File: config.mk
export PLATFORM = sky130hd
export DESIGN_NAME = fpid_ctrl
export DESIGN_NICKNAME = d
export VERILOG_FILES = /design/src/rtl/assert_macros.svh /design/src/rtl/fpid_pkg.sv /design/src/rtl/fpid_ctrl.sv
export SDC_FILE = /design/constraint.sdc
export NUM_CORES = 1
export LEC_CHECK = 0
export BUFFER_PORTS_ARGS = -buffer_cell sky130_fd_sc_hd__buf_2
export CAP_MARGIN = 20
export CORE_AREA = 2 2 39 41
export CTS_BUF_LIST = sky130_fd_sc_hd__clkbuf_16
export DETAILED_ROUTE_END_ITERATION = 16
export DIE_AREA = 0 0 41 43
export GPL_TIMING_DRIVEN = 0
export HOLD_SLACK_MARGIN = 0.1
export PLACE_DENSITY_LB_ADDON = 0.1
export SYNTH_ARGS = -nofsm -noshare
export SYNTH_HDL_FRONTEND = slang
export SYNTH_SLANG_ARGS = --single-unit
File: constraint.sdc
create_clock -name clk -period 1.4 [get_ports clk]
set_input_delay 0.07 -clock clk [delete_from_list [all_inputs] [get_ports clk]]
set_output_delay 0.07 -clock clk [all_outputs]
set_load 0.01 [all_outputs]
File: src/rtl/assert_macros.svh
// assertion macros used by the top-level rtl file
`ifndef ASSERT_MACROS_SVH
`define ASSERT_MACROS_SVH

// same-cycle implication, checked on the rising clock edge outside reset
`define FPID_ASSERT_NOW(label, clk, rst, ante, cons) \
  label: assert property (@(posedge clk) disable iff (rst) (ante) |-> (cons)) \
    else $error("%m: same-cycle check failed");

// next-cycle implication, checked on the rising clock edge outside reset
`define FPID_ASSERT_NEXT(label, clk, rst, ante, cons) \
  label: assert property (@(posedge clk) disable iff (rst) (ante) |=> (cons)) \
    else $error("%m: next-cycle check failed");

`endif

File: src/rtl/fpid_pkg.sv
// shared constants, codes and command types of the filtered pid controller
package fpid_pkg;

  localparam int SAMPLE_WIDTH_DEF = 16;
  localparam int GAIN_W           = 24;
  localparam int ALPHA_W          = 17;
  localparam int COEF_W           = GAIN_W + 1;
  localparam int CFG_DATA_W       = 24;
  localparam int CFG_INDEX_W      = 3;
  localparam int FRAC_W           = 16;

  localparam logic [ALPHA_W-1:0] ALPHA_ONE = ALPHA_W'(65536);

  localparam logic [GAIN_W-1:0]  KP_RST    = GAIN_W'(65536);
  localparam logic [GAIN_W-1:0]  KI_RST    = '0;
  localparam logic [GAIN_W-1:0]  KD_RST    = '0;
  localparam logic [ALPHA_W-1:0] ALPHA_RST = ALPHA_W'(65536);
  localparam int                 OUT_MAX_RST = 32767;
  localparam int                 OUT_MIN_RST = -32768;

  typedef enum logic [CFG_INDEX_W-1:0] {
    CFG_KP         = 3'd0,
    CFG_KI_TS      = 3'd1,
    CFG_KD_OVER_TS = 3'd2,
    CFG_ALPHA_SP   = 3'd3,
    CFG_ALPHA_D    = 3'd4,
    CFG_OUT_MAX    = 3'd5,
    CFG_OUT_MIN    = 3'd6
  } cfg_index_e_t;

  typedef enum logic [2:0] {
    MUL_SEL_SP,
    MUL_SEL_P,
    MUL_SEL_I,
    MUL_SEL_EF,
    MUL_SEL_D
  } mul_sel_t;

  typedef struct packed {
    logic     load_in;
    logic     mul_en;
    mul_sel_t mul_sel;
    logic     upd_sf;
    logic     take_p;
    logic     upd_integ;
    logic     upd_ef;
    logic     upd_prev;
    logic     do_sum;
    logic     do_fix;
  } cmd_t;

endpackage

File: src/rtl/fpid_ctrl.sv
// control sequencer: steps one sample through the shared multiplier
module fpid_ctrl (
  input  logic           clk,
  input  logic           rst,
  input  logic           sample_valid,
  output logic           sample_stall,
  output logic           result_valid,
  input  logic           result_stall,
  output fpid_pkg::cmd_t cmd
);

  typedef enum logic [3:0] {
    ST_IDLE,
    ST_MUL_SP,
    ST_UPD_SF,
    ST_MUL_P,
    ST_MUL_I,
    ST_MUL_EF,
    ST_UPD_EF,
    ST_MUL_D,
    ST_SUM,
    ST_FIX
  } state_t;

  state_t state;
  logic   out_free;

  assign out_free     = !result_valid || !result_stall;
  assign sample_stall = (state != ST_IDLE);

  always_comb begin
    cmd         = '0;
    cmd.mul_sel = fpid_pkg::MUL_SEL_SP;
    case (state)
      ST_IDLE:   cmd.load_in = sample_valid;
      ST_MUL_SP: begin
        cmd.mul_en  = 1'b1;
        cmd.mul_sel = fpid_pkg::MUL_SEL_SP;
      end
      ST_UPD_SF: cmd.upd_sf = 1'b1;
      ST_MUL_P: begin
        cmd.mul_en  = 1'b1;
        cmd.mul_sel = fpid_pkg::MUL_SEL_P;
      end
      ST_MUL_I: begin
        cmd.mul_en  = 1'b1;
        cmd.mul_sel = fpid_pkg::MUL_SEL_I;
        cmd.take_p  = 1'b1;
      end
      ST_MUL_EF: begin
        cmd.mul_en    = 1'b1;
        cmd.mul_sel   = fpid_pkg::MUL_SEL_EF;
        cmd.upd_integ = 1'b1;
      end
      ST_UPD_EF: cmd.upd_ef = 1'b1;
      ST_MUL_D: begin
        cmd.mul_en   = 1'b1;
        cmd.mul_sel  = fpid_pkg::MUL_SEL_D;
        cmd.upd_prev = 1'b1;
      end
      ST_SUM:    cmd.do_sum = 1'b1;
      ST_FIX:    cmd.do_fix = out_free;
      default: ;
    endcase
  end

  always_ff @(posedge clk) begin
    if (rst) begin
      state        <= ST_IDLE;
      result_valid <= 1'b0;
    end else begin
      // a new result may replace one that leaves in the same cycle
      if ((state == ST_FIX) && out_free) begin
        result_valid <= 1'b1;
      end else if (result_valid && !result_stall) begin
        result_valid <= 1'b0;
      end
      case (state)
        ST_IDLE: begin
          if (sample_valid) begin
            state <= ST_MUL_SP;
          end
        end
        ST_MUL_SP: state <= ST_UPD_SF;
        ST_UPD_SF: state <= ST_MUL_P;
        ST_MUL_P:  state <= ST_MUL_I;
        ST_MUL_I:  state <= ST_MUL_EF;
        ST_MUL_EF: state <= ST_UPD_EF;
        ST_UPD_EF: state <= ST_MUL_D;
        ST_MUL_D:  state <= ST_SUM;
        ST_SUM:    state <= ST_FIX;
        ST_FIX: begin
          if (out_free) begin
            state <= ST_IDLE;
          end
        end
        default: state <= ST_IDLE;
      endcase
    end
  end

endmodule

==> flow_summary.json <==
{
  "status": "finished, violations left",
  "failed_checks": "setup timing",
  "grt_max_degree": 11,
  "ys_seq_elements": 5,
  "clkSlewWorstSetupHoldPaths_ps": 40,
  "criticalPathCategory": "flop to primary output",
  "yosysWarnings": 0,
  "dr.max_layer_used": "met3",
  "most-common-layout-cells": "buf_2 (17), buf_4 (8), nor2_1 (7)",
  "critPathBufInv": 3,
  "drv_slew": 0,
  "grt_antenna_before_repair": 0,
  "clock_skew_ps": 4.41,
  "ff2ff_path_depth": 6,
  "r2r_slack_ps": 100,
  "grt_setup_unrepaired": "true",
  "period_needed_ps": 1410,
  "grt_pass1_vias": 348,
  "wire_per_inst_um": 10.9,
  "max_freq_ghz": 0.709,
  "route.vias.total": 413,
  "power_uw": 811,
  "cap_violations": 0,
  "p_per_area_nw_per_um2": 1290,
  "met3_length_um": 71,
  "cp.required_ps": 1330,
  "n_fill_cell": 154,
  "power.leakage_uw": 0.000340,
  "clock_sinks": 5,
  "drt_iter0_drc": 2,
  "grt.total_usage_pct": 11.5,
  "fp-row-count": 14,
  "cts_root_buf": "clkbuf_16",
  "layout.cells.most_common": "buf_2",
  "finalHoldViolations": 0,
  "whs_endpoint": "state[3]",
  "finalNetCount": 79,
  "area_growth_pct": 80.6,
  "fin_ws_ps": -11.3,
  "hold_class": "input port to flop",
  "drc": 0,
  "io-pin-count": 18,
  "wl_um": 982,
  "worstHoldStart": "sample_valid",
  "cts.htree.levels": 1,
  "core_um2": 1380,
  "cts_buffers": 3,
  "dieWidth_um": 41,
  "fin_crit_sh_pct": 101,
  "preCtsSetupSlack_ps": 201,
  "synth.top_cell.area_share_pct": 28.7,
  "start_util_pct": 25.2,
  "globalplace.congestion": 0.677,
  "wl_met2_um": 445,
  "synth_cell_types": 24,
  "critPathLaunch": "state[3]",
  "drt-vias-per-instance": 4.59,
  "cp.arrival_ps": 1340,
  "cpPeakStageDelay_ps": 400,
  "worstPathCellList": "buf_6 -> or3b_4 -> inv_2 -> and2_4 -> buf_6",
  "diodes": 0,
  "syn_inst": 43,
  "overflow": 0,
  "cts_tree": "built",
  "seq_area_frac_synth_pct": 28.7,
  "synth.avg_cell_area_um2": 8.12,
  "finalSetupTns_ps": -11.3,
  "tightest_slew_ps": 254,
  "cp_top_family": "simple AND/OR/NAND/NOR gates",
  "drt_pass1_iterations": 4,
  "fp.dieArea_um2": 1760,
  "synth_area_um2": 349,
  "insertion_delay_ps": 230,
  "cp-end-kind": "primary output",
  "ant_nets": 0,
  "crit_top_cell": "buf_6",
  "synth_top_area_cell": "dfxtp_1",
  "dpl.hpwl_um": 622,
  "m1WireLength_um": 464,
  "yosys-top-cells-area": "dfxtp_1 (29%), nor2_1 (8.6%), buf_6 (6.5%)",
  "cts_buffer_depth": 2,
  "die_h_um": 43,
  "drive_gt1_share_pct": 58.1,
  "max-vdd-ir-drop_mv": 0.562,
  "grt_pass1_wl_um": 1400,
  "maxSlewHeadroom_pct": 82.9,
  "synth_nets": 47,
  "crit_fanout": 6,
  "min_delay_path_depth": 3,
  "start_kind": "flop",
  "portBuffers": 17,
  "reg2reg_from": "state[1]",
  "crit_slowest_cell": "or3b_4",
  "reg2reg_to": "state[3]",
  "setup_violations": 1
}
[flip-flops by register name, summed over array words and instances, names as in the netlist]
| signal | count |
|---|---|
| state | 4 |
| result_valid | 1 |
[per-layer routing]
layer | track usage [%] | up-vias
li1 | - | 210
met5 | 0 | -
met1 | 16.0 | 186
met2 | 16.6 | 17
met3 | 3.14 | 0
met4 | 4.00 | 0
[tightest hold or removal path: cells and delay by family]
family | cells | cell delay (ps)
and+or+nand+nor | 2 | 130
buffers and inverters | 1 | 110
[worst max-delay path by stage]
stage	end	slack (ps)	cells after the start
global route	cmd[4]	-50	5
detailed placement	cmd[4]	200	5
floorplan	cmd[4]	270	4
finish	cmd[4]	-10	5
global placement	cmd[4]	200	5
CTS	cmd[4]	-10	5
[power breakdown]
group	internal [µW]	total (µW)	switching (µW)
clock	370	468	97.9
combinational	94.0	183	89.2
sequential	153	160	6.43
total	618	811	193
[cell families (layout without fill, tap and decap cells)]
group	after synthesis	after routing	synth area share (%)
AOI/OAI and AO/OA	5	5	10.8
and+or+nand+nor	25	25	41.9
buffers and inverters	5	36	11.1
xor gates and xnor gates	3	3	7.53
DFF	5	5	28.7
[repair_timing]
action                     4_1_cts  5_1_grt
hold buffers                     2        0
cloned                           0        0
hold endpoints to repair         4        0
buffers inserted                 5        3
resized for setup                2        5
setup endpoints to repair        1        2
pin swaps                        1        1
[cell usage after synthesis]
cell type  number
a21oi_1         1
xor2_1          1
nor2_2          1
or3b_4          1
or4_4           1
xnor2_1         2
a31oi_1         1
and4b_2         1
a21bo_2         1
o31ai_1         1
a32oi_1         1
nand2b_1        2
buf_4           1
buf_6           2
nor3_2          1
nand2_1         4
and2_1          1
dfxtp_1         5
and4b_1         1
nor2_1          8
buf_2           1
inv_2           1
nor3_1          2
and3_1          2
[layout make-up]
class / count / area, µm² / share of cell area (%)
Multi-Input combinational cell: 33 / 215 / 34.1
Timing Repair Buffer: 27 / 171 / 27.2
Sequential cell: 5 / 103 / 16.3
Clock buffer: 3 / 75.1 / 11.9
Buffer: 4 / 38.8 / 6.15
Tap cell: 16 / 20.0 / 3.17
Clock inverter: 1 / 3.75 / 0.595
Inverter: 1 / 3.75 / 0.595
[per-stage QoR]
| stage | util [%] | cells | hold slack [ps] | area [µm²] |
|---|---|---|---|---|
| 6_report | 45.6 | 90 | 119 | 631 |
| 5_1_grt | 45.6 | 90 | 144 | 631 |
| 4_1_cts | 43.0 | 87 | 137 | 596 |
| 3_5_place_dp | 32.8 | 76 | 314 | 454 |
| 3_3_place_gp | 32.8 | 76 | 318 | 454 |
| 2_1_floorplan | - | 43 | 140 | 349 |
Note: power is estimated with default switching activity, not from simulation.
