--- src/rtl/assert_macros.svh ---
// assertion macros used by the top-level rtl file
`ifndef ASSERT_MACROS_SVH
`define ASSERT_MACROS_SVH

// same-cycle implication, checked on the rising clock edge outside reset
`define FPID_ASSERT_NOW(label, clk, rst, ante, cons) \
  label: assert property (@(posedge clk) disable iff (rst) (ante) |-> (cons)) \
    else $error("%m: same-cycle check failed");

// next-cycle implication, checked on the rising clock edge outside reset
`define FPID_ASSERT_NEXT(label, clk, rst, ante, cons) \
  label: assert property (@(posedge clk) disable iff (rst) (ante) |=> (cons)) \
    else $error("%m: next-cycle check failed");

`endif

--- src/rtl/fpid_pkg.sv ---
// shared constants, codes and command types of the filtered pid controller
package fpid_pkg;

  localparam int SAMPLE_WIDTH_DEF = 16;
  localparam int GAIN_W           = 24;
  localparam int ALPHA_W          = 17;
  localparam int COEF_W           = GAIN_W + 1;
  localparam int CFG_DATA_W       = 24;
  localparam int CFG_INDEX_W      = 3;
  localparam int FRAC_W           = 16;

  localparam logic [ALPHA_W-1:0] ALPHA_ONE = ALPHA_W'(65536);

  localparam logic [GAIN_W-1:0]  KP_RST    = GAIN_W'(65536);
  localparam logic [GAIN_W-1:0]  KI_RST    = '0;
  localparam logic [GAIN_W-1:0]  KD_RST    = '0;
  localparam logic [ALPHA_W-1:0] ALPHA_RST = ALPHA_W'(65536);
  localparam int                 OUT_MAX_RST = 32767;
  localparam int                 OUT_MIN_RST = -32768;

  typedef enum logic [CFG_INDEX_W-1:0] {
    CFG_KP         = 3'd0,
    CFG_KI_TS      = 3'd1,
    CFG_KD_OVER_TS = 3'd2,
    CFG_ALPHA_SP   = 3'd3,
    CFG_ALPHA_D    = 3'd4,
    CFG_OUT_MAX    = 3'd5,
    CFG_OUT_MIN    = 3'd6
  } cfg_index_e_t;

  typedef enum logic [2:0] {
    MUL_SEL_SP,
    MUL_SEL_P,
    MUL_SEL_I,
    MUL_SEL_EF,
    MUL_SEL_D
  } mul_sel_t;

  typedef struct packed {
    logic     load_in;
    logic     mul_en;
    mul_sel_t mul_sel;
    logic     upd_sf;
    logic     take_p;
    logic     upd_integ;
    logic     upd_ef;
    logic     upd_prev;
    logic     do_sum;
    logic     do_fix;
  } cmd_t;

endpackage

--- src/rtl/fpid_cfg.sv ---
// configuration register bank
module fpid_cfg #(
  parameter int SAMPLE_WIDTH = fpid_pkg::SAMPLE_WIDTH_DEF
) (
  input  logic                                 clk,
  input  logic                                 rst,
  input  logic                                 cfg_write,
  input  logic [fpid_pkg::CFG_INDEX_W-1:0]     cfg_index,
  input  logic [fpid_pkg::CFG_DATA_W-1:0]      cfg_data,
  output logic [fpid_pkg::GAIN_W-1:0]          kp,
  output logic [fpid_pkg::GAIN_W-1:0]          ki_ts,
  output logic [fpid_pkg::GAIN_W-1:0]          kd_over_ts,
  output logic [fpid_pkg::ALPHA_W-1:0]         alpha_sp,
  output logic [fpid_pkg::ALPHA_W-1:0]         alpha_d,
  output logic signed [SAMPLE_WIDTH-1:0]       out_max,
  output logic signed [SAMPLE_WIDTH-1:0]       out_min
);

  always_ff @(posedge clk) begin
    if (rst) begin
      kp         <= fpid_pkg::KP_RST;
      ki_ts      <= fpid_pkg::KI_RST;
      kd_over_ts <= fpid_pkg::KD_RST;
      alpha_sp   <= fpid_pkg::ALPHA_RST;
      alpha_d    <= fpid_pkg::ALPHA_RST;
      out_max    <= SAMPLE_WIDTH'(fpid_pkg::OUT_MAX_RST);
      out_min    <= SAMPLE_WIDTH'(fpid_pkg::OUT_MIN_RST);
    end else if (cfg_write) begin
      case (fpid_pkg::cfg_index_e_t'(cfg_index))
        fpid_pkg::CFG_KP:         kp         <= cfg_data[fpid_pkg::GAIN_W-1:0];
        fpid_pkg::CFG_KI_TS:      ki_ts      <= cfg_data[fpid_pkg::GAIN_W-1:0];
        fpid_pkg::CFG_KD_OVER_TS: kd_over_ts <= cfg_data[fpid_pkg::GAIN_W-1:0];
        fpid_pkg::CFG_ALPHA_SP:   alpha_sp   <= cfg_data[fpid_pkg::ALPHA_W-1:0];
        fpid_pkg::CFG_ALPHA_D:    alpha_d    <= cfg_data[fpid_pkg::ALPHA_W-1:0];
        fpid_pkg::CFG_OUT_MAX:    out_max    <= cfg_data[SAMPLE_WIDTH-1:0];
        fpid_pkg::CFG_OUT_MIN:    out_min    <= cfg_data[SAMPLE_WIDTH-1:0];
        default: ;
      endcase
    end
  end

endmodule

--- config.mk ---
export PLATFORM = sky130hd
export DESIGN_NAME = fpid_cfg
export DESIGN_NICKNAME = d
export VERILOG_FILES = /design/src/rtl/assert_macros.svh /design/src/rtl/fpid_pkg.sv /design/src/rtl/fpid_cfg.sv
export SDC_FILE = /design/constraint.sdc
export NUM_CORES = 1
export LEC_CHECK = 0
export BUFFER_PORTS_ARGS = -buffer_cell sky130_fd_sc_hd__buf_2
export CORE_MARGIN = 2
export CORE_UTILIZATION = 41
export CTS_CLUSTER_SIZE = 30
export DETAILED_ROUTE_END_ITERATION = 6
export PLACE_DENSITY_LB_ADDON = 0.1
export SLEW_MARGIN = 20
export SYNTH_ARGS = -nofsm -noshare
export SYNTH_HDL_FRONTEND = slang
export SYNTH_SLANG_ARGS = --single-unit
--- constraint.sdc ---
create_clock -name clk -period 1.68 [get_ports clk]
set_clock_uncertainty 0.15 [all_clocks]
set_input_delay 0.252 -clock clk [delete_from_list [all_inputs] [get_ports clk]]
set_output_delay 0.252 -clock clk [all_outputs]
set_load 0.005 [all_outputs]
==> out/results.md <==
Logic synthesis
• cell taking the most area after synthesis: sky130_fd_sc_hd__dfxtp_1
• Simple-Gate Fraction of Synth Area: 20.6%
• post-synthesis compound-gate area fraction: 0%
• Ys Warns: 0
• xor/xnor share of the synthesized area: 0%
• dominant combinational cell family by area after synthesis: multiplexers
• area share of fa/ha/maj cells after synthesis: 0%
• post-synthesis net count: 531
• top area cells in the synthesized netlist: sky130_fd_sc_hd__dfxtp_1 51%, sky130_fd_sc_hd__mux2i_1 25%, sky130_fd_sc_hd__nand2b_1 16%
• number of distinct standard cells referenced by the synthesized netlist: 15
• Mapped Avg Cell Area: 10.9 um2
• share of cell area taken by muxes after synthesis: 25.3%
• Cells after Synth: 501
• number of synthesized register bits: 138
• netlist area before placement: 5460 um2
• share of the yosys chip area belonging to registers: 50.6%
• share of the synthesized area in the top cell type: 50.6%

Placement
• I/O Buffers: 167
• Detailed Place HPWL: 9780 um
• Routability Congestion: 0.763

Global route
• via count of the first global-routing pass: 4,145
• global-route wire length before repair: 22,300 um
• maximum number of pins on one net before global-route repair: 45
• aggregate global-route resource usage: 20.5%
• sum of overflow across all layers after global routing: 0
• initial antenna violation count: 0

Detailed routing
• number of design-rule violations left by the first detailed-router iteration: 191
• number of vias per cell after detailed routing: 4.66
• DRT antenna net count: 0
• wire length after detailed routing: 14,200 um
• drt pass-1 iters: 4
• Post-route DRC: 0
• Avg WL per Cell: 16.1 um
• via count: 4,099

Critical path
• startpoint-to-endpoint class of the critical path: flop to output port
• origin of the critical flop-to-flop path: alpha_sp[5]
• delay-heaviest family, CP: flip-flops
• CP max-delay cell: sky130_fd_sc_hd__dfxtp_1
• WP buf/inv: 1
• cell depth of the worst setup path: 1
• CP endpoint kind: output port
• Crit Reg-Reg Endpoint: alpha_sp[5]
• Data arrival, critical path: 910 ps
• worst endpoint required time: 1280 ps
• Setup crit start kind: flop
• CP peak stage delay: 370 ps
• cells along the critical path: buf_2
• maximum fanout encountered on the critical timing path: 2
• worst reg2reg setup slack: 890 ps
• cell count of the worst reg-to-reg path: 2

Timing
• final setup violation count: 0
• total negative slack for setup checks: 0 ps
• final critical delay including setup and external delays: 1310 ps
• worst hold-check slack: 22.4 ps
• fin crit share: 77.9%
• Hold Vio Cnt, Final: 0
• max frequency: 764 MHz
• transition time of the tightest slew-check pin: 419 ps
• unrepaired setup endpoints after global routing: false
• fin. max-slew vios: 0
• max_slew headroom: 72.0%

Pwr
• Leak: 3.77 nW
• Max IR drop VDD: 0.541 mV
• part of the power in the clock network: 50.7%
• total power: 0.00798 W
• portion of total power attributed to sequential cells: 42.4%
• sw power: 0.00169 W
• switching part of the total: 21.2%
• Comb power frac: 6.8%
• P_int: 0.00629 W
• Cell Pwr Density: 1070 nW/um2

Floorplanning
• Core ar.: 13,100 um2
• std cell rows: 42
• width of the die: 119 um
• die height: 119 um
• total I/O pin count: 168
• starting density of the core: 41.5%
• full die area: 14,300 um2

Clock network
• H-tree lvl count: 4
• Root Buffer Master: sky130_fd_sc_hd__clkbuf_16
• number of CTS-inserted buffers: 17
• clock network latency to the later pin of the worst-skew pair: 410 ps
• post-cts repair resize count: 0
• number of buffers on the longest clock path: 2
• Setup Fix Bufs, Post-CTS: 0
• hold_buf cts: 19
• Worst-path clk slew: 60 ps
• TritonCTS clock tree: yes
• clock sink count: 138

Run status
• result of the run: finished clean

Final layout
• count of antenna diodes in the layout: 0
• area growth from synthesis to layout: 36.3%
• fraction of final layout cells with drive strength greater than 1: 31.8%
• fin nets: 722

Worst hold path
• hold path start: cfg_data[4]
• min-delay worst type: input pin to flop
• sink of the worst hold path: out_max[4]
• number of cells on the worst hold path: 3

Run
• MaxCap Viol Count: 0

cell families (layout without fill, tap and decap cells):
family                 count (synthesis)  after routing
flip-flops                           138            138
AND/OR/NAND/NOR                      188            188
buffers and inverters                 37            240
multiplexers                         138            138
layer usage:
layer  part of all wire, %  track usage [%]  vias to the layer above
met5                     0                0                        -
met4                   1.3             7.28                        0
met3                   5.2             5.89                       15
met2                    47             33.3                      109
met1                    46             26.0                     1934
li1                      -                -                     2041
worst max path at each step:
stage                             from      endpoint
after floorplan           cfg_index[0]        kp[15]
after global placement    cfg_index[0]        kp[13]
after detailed placement  cfg_index[2]        kp[13]
after CTS                  alpha_sp[5]   alpha_sp[5]
after global routing      alpha_sp[13]  alpha_sp[13]
final                      alpha_sp[5]   alpha_sp[5]
synthesized netlist by cell type:
cell type                   instances
sky130_fd_sc_hd__and4b_2            1
sky130_fd_sc_hd__and4bb_2           1
sky130_fd_sc_hd__buf_12             1
sky130_fd_sc_hd__buf_2             19
sky130_fd_sc_hd__buf_4              1
sky130_fd_sc_hd__buf_6              1
sky130_fd_sc_hd__clkbuf_1          15
sky130_fd_sc_hd__dfxtp_1          138
sky130_fd_sc_hd__mux2i_1          138
sky130_fd_sc_hd__nand2b_1         143
sky130_fd_sc_hd__nand4b_1           2
sky130_fd_sc_hd__nand4bb_1          3
sky130_fd_sc_hd__nor2_1            36
sky130_fd_sc_hd__nor4b_1            1
sky130_fd_sc_hd__or4b_1             1
cell type report:
cell class | instances | area (um2)
flip-flops and latches | 138 | 2760
multi-input cells | 326 | 2520
clock buffers | 19 | 443
clock inverters | 12 | 198
well taps | 176 | 220
fillers | 1171 | 5700
repair buffers | 209 | 1300
registers in the layout, summed over array words and instances (netlist names):
name / cells
alpha_d: 17
alpha_sp: 17
kd_over_ts: 24
ki_ts: 24
kp: 24
out_max: 16
out_min: 16
cell usage in the layout (no fill, tap or decap), types with 3 or more instances in the layout:
master | Yosys | final
sky130_fd_sc_hd__clkbuf_16 | 0 | 17
sky130_fd_sc_hd__buf_2 | 19 | 166
sky130_fd_sc_hd__clkinv_2 | 0 | 3
sky130_fd_sc_hd__buf_4 | 1 | 16
sky130_fd_sc_hd__dlygate4sd3_1 | 0 | 19
sky130_fd_sc_hd__buf_12 | 1 | 8
sky130_fd_sc_hd__dfxtp_1 | 138 | 138
sky130_fd_sc_hd__bufinv_16 | 0 | 5
sky130_fd_sc_hd__mux2i_1 | 138 | 138
sky130_fd_sc_hd__nor2_1 | 36 | 36
sky130_fd_sc_hd__nand2b_1 | 143 | 143
power by group through the flow:
stage,Sequential [W],Clock (W),Combinational [W]
after global placement,0.00345,0,0.000511
final,0.00338,0.00405,0.000546
after CTS,0.00338,0.00411,0.000555
after global routing,0.00339,0.00428,0.000595
after detailed placement,0.00345,0,0.000520
after floorplan,0.00346,0,0.000271
metrics by stage:
| step | cell area (um2) | instances | worst slack (ps) | util, % |
|---|---|---|---|---|
| 6_report | 7440 | 880 | 371 | 56.6 |
| 3_3_place_gp | 6610 | 830 | 162 | 50.3 |
| 5_1_grt | 7440 | 880 | 326 | 56.6 |
| 2_1_floorplan | 5460 | 501 | 237 | - |
| 3_5_place_dp | 6610 | 830 | 134 | 50.3 |
| 4_1_cts | 7440 | 880 | 347 | 56.6 |
No activity file was read; power rests on OpenSTA's default activity.
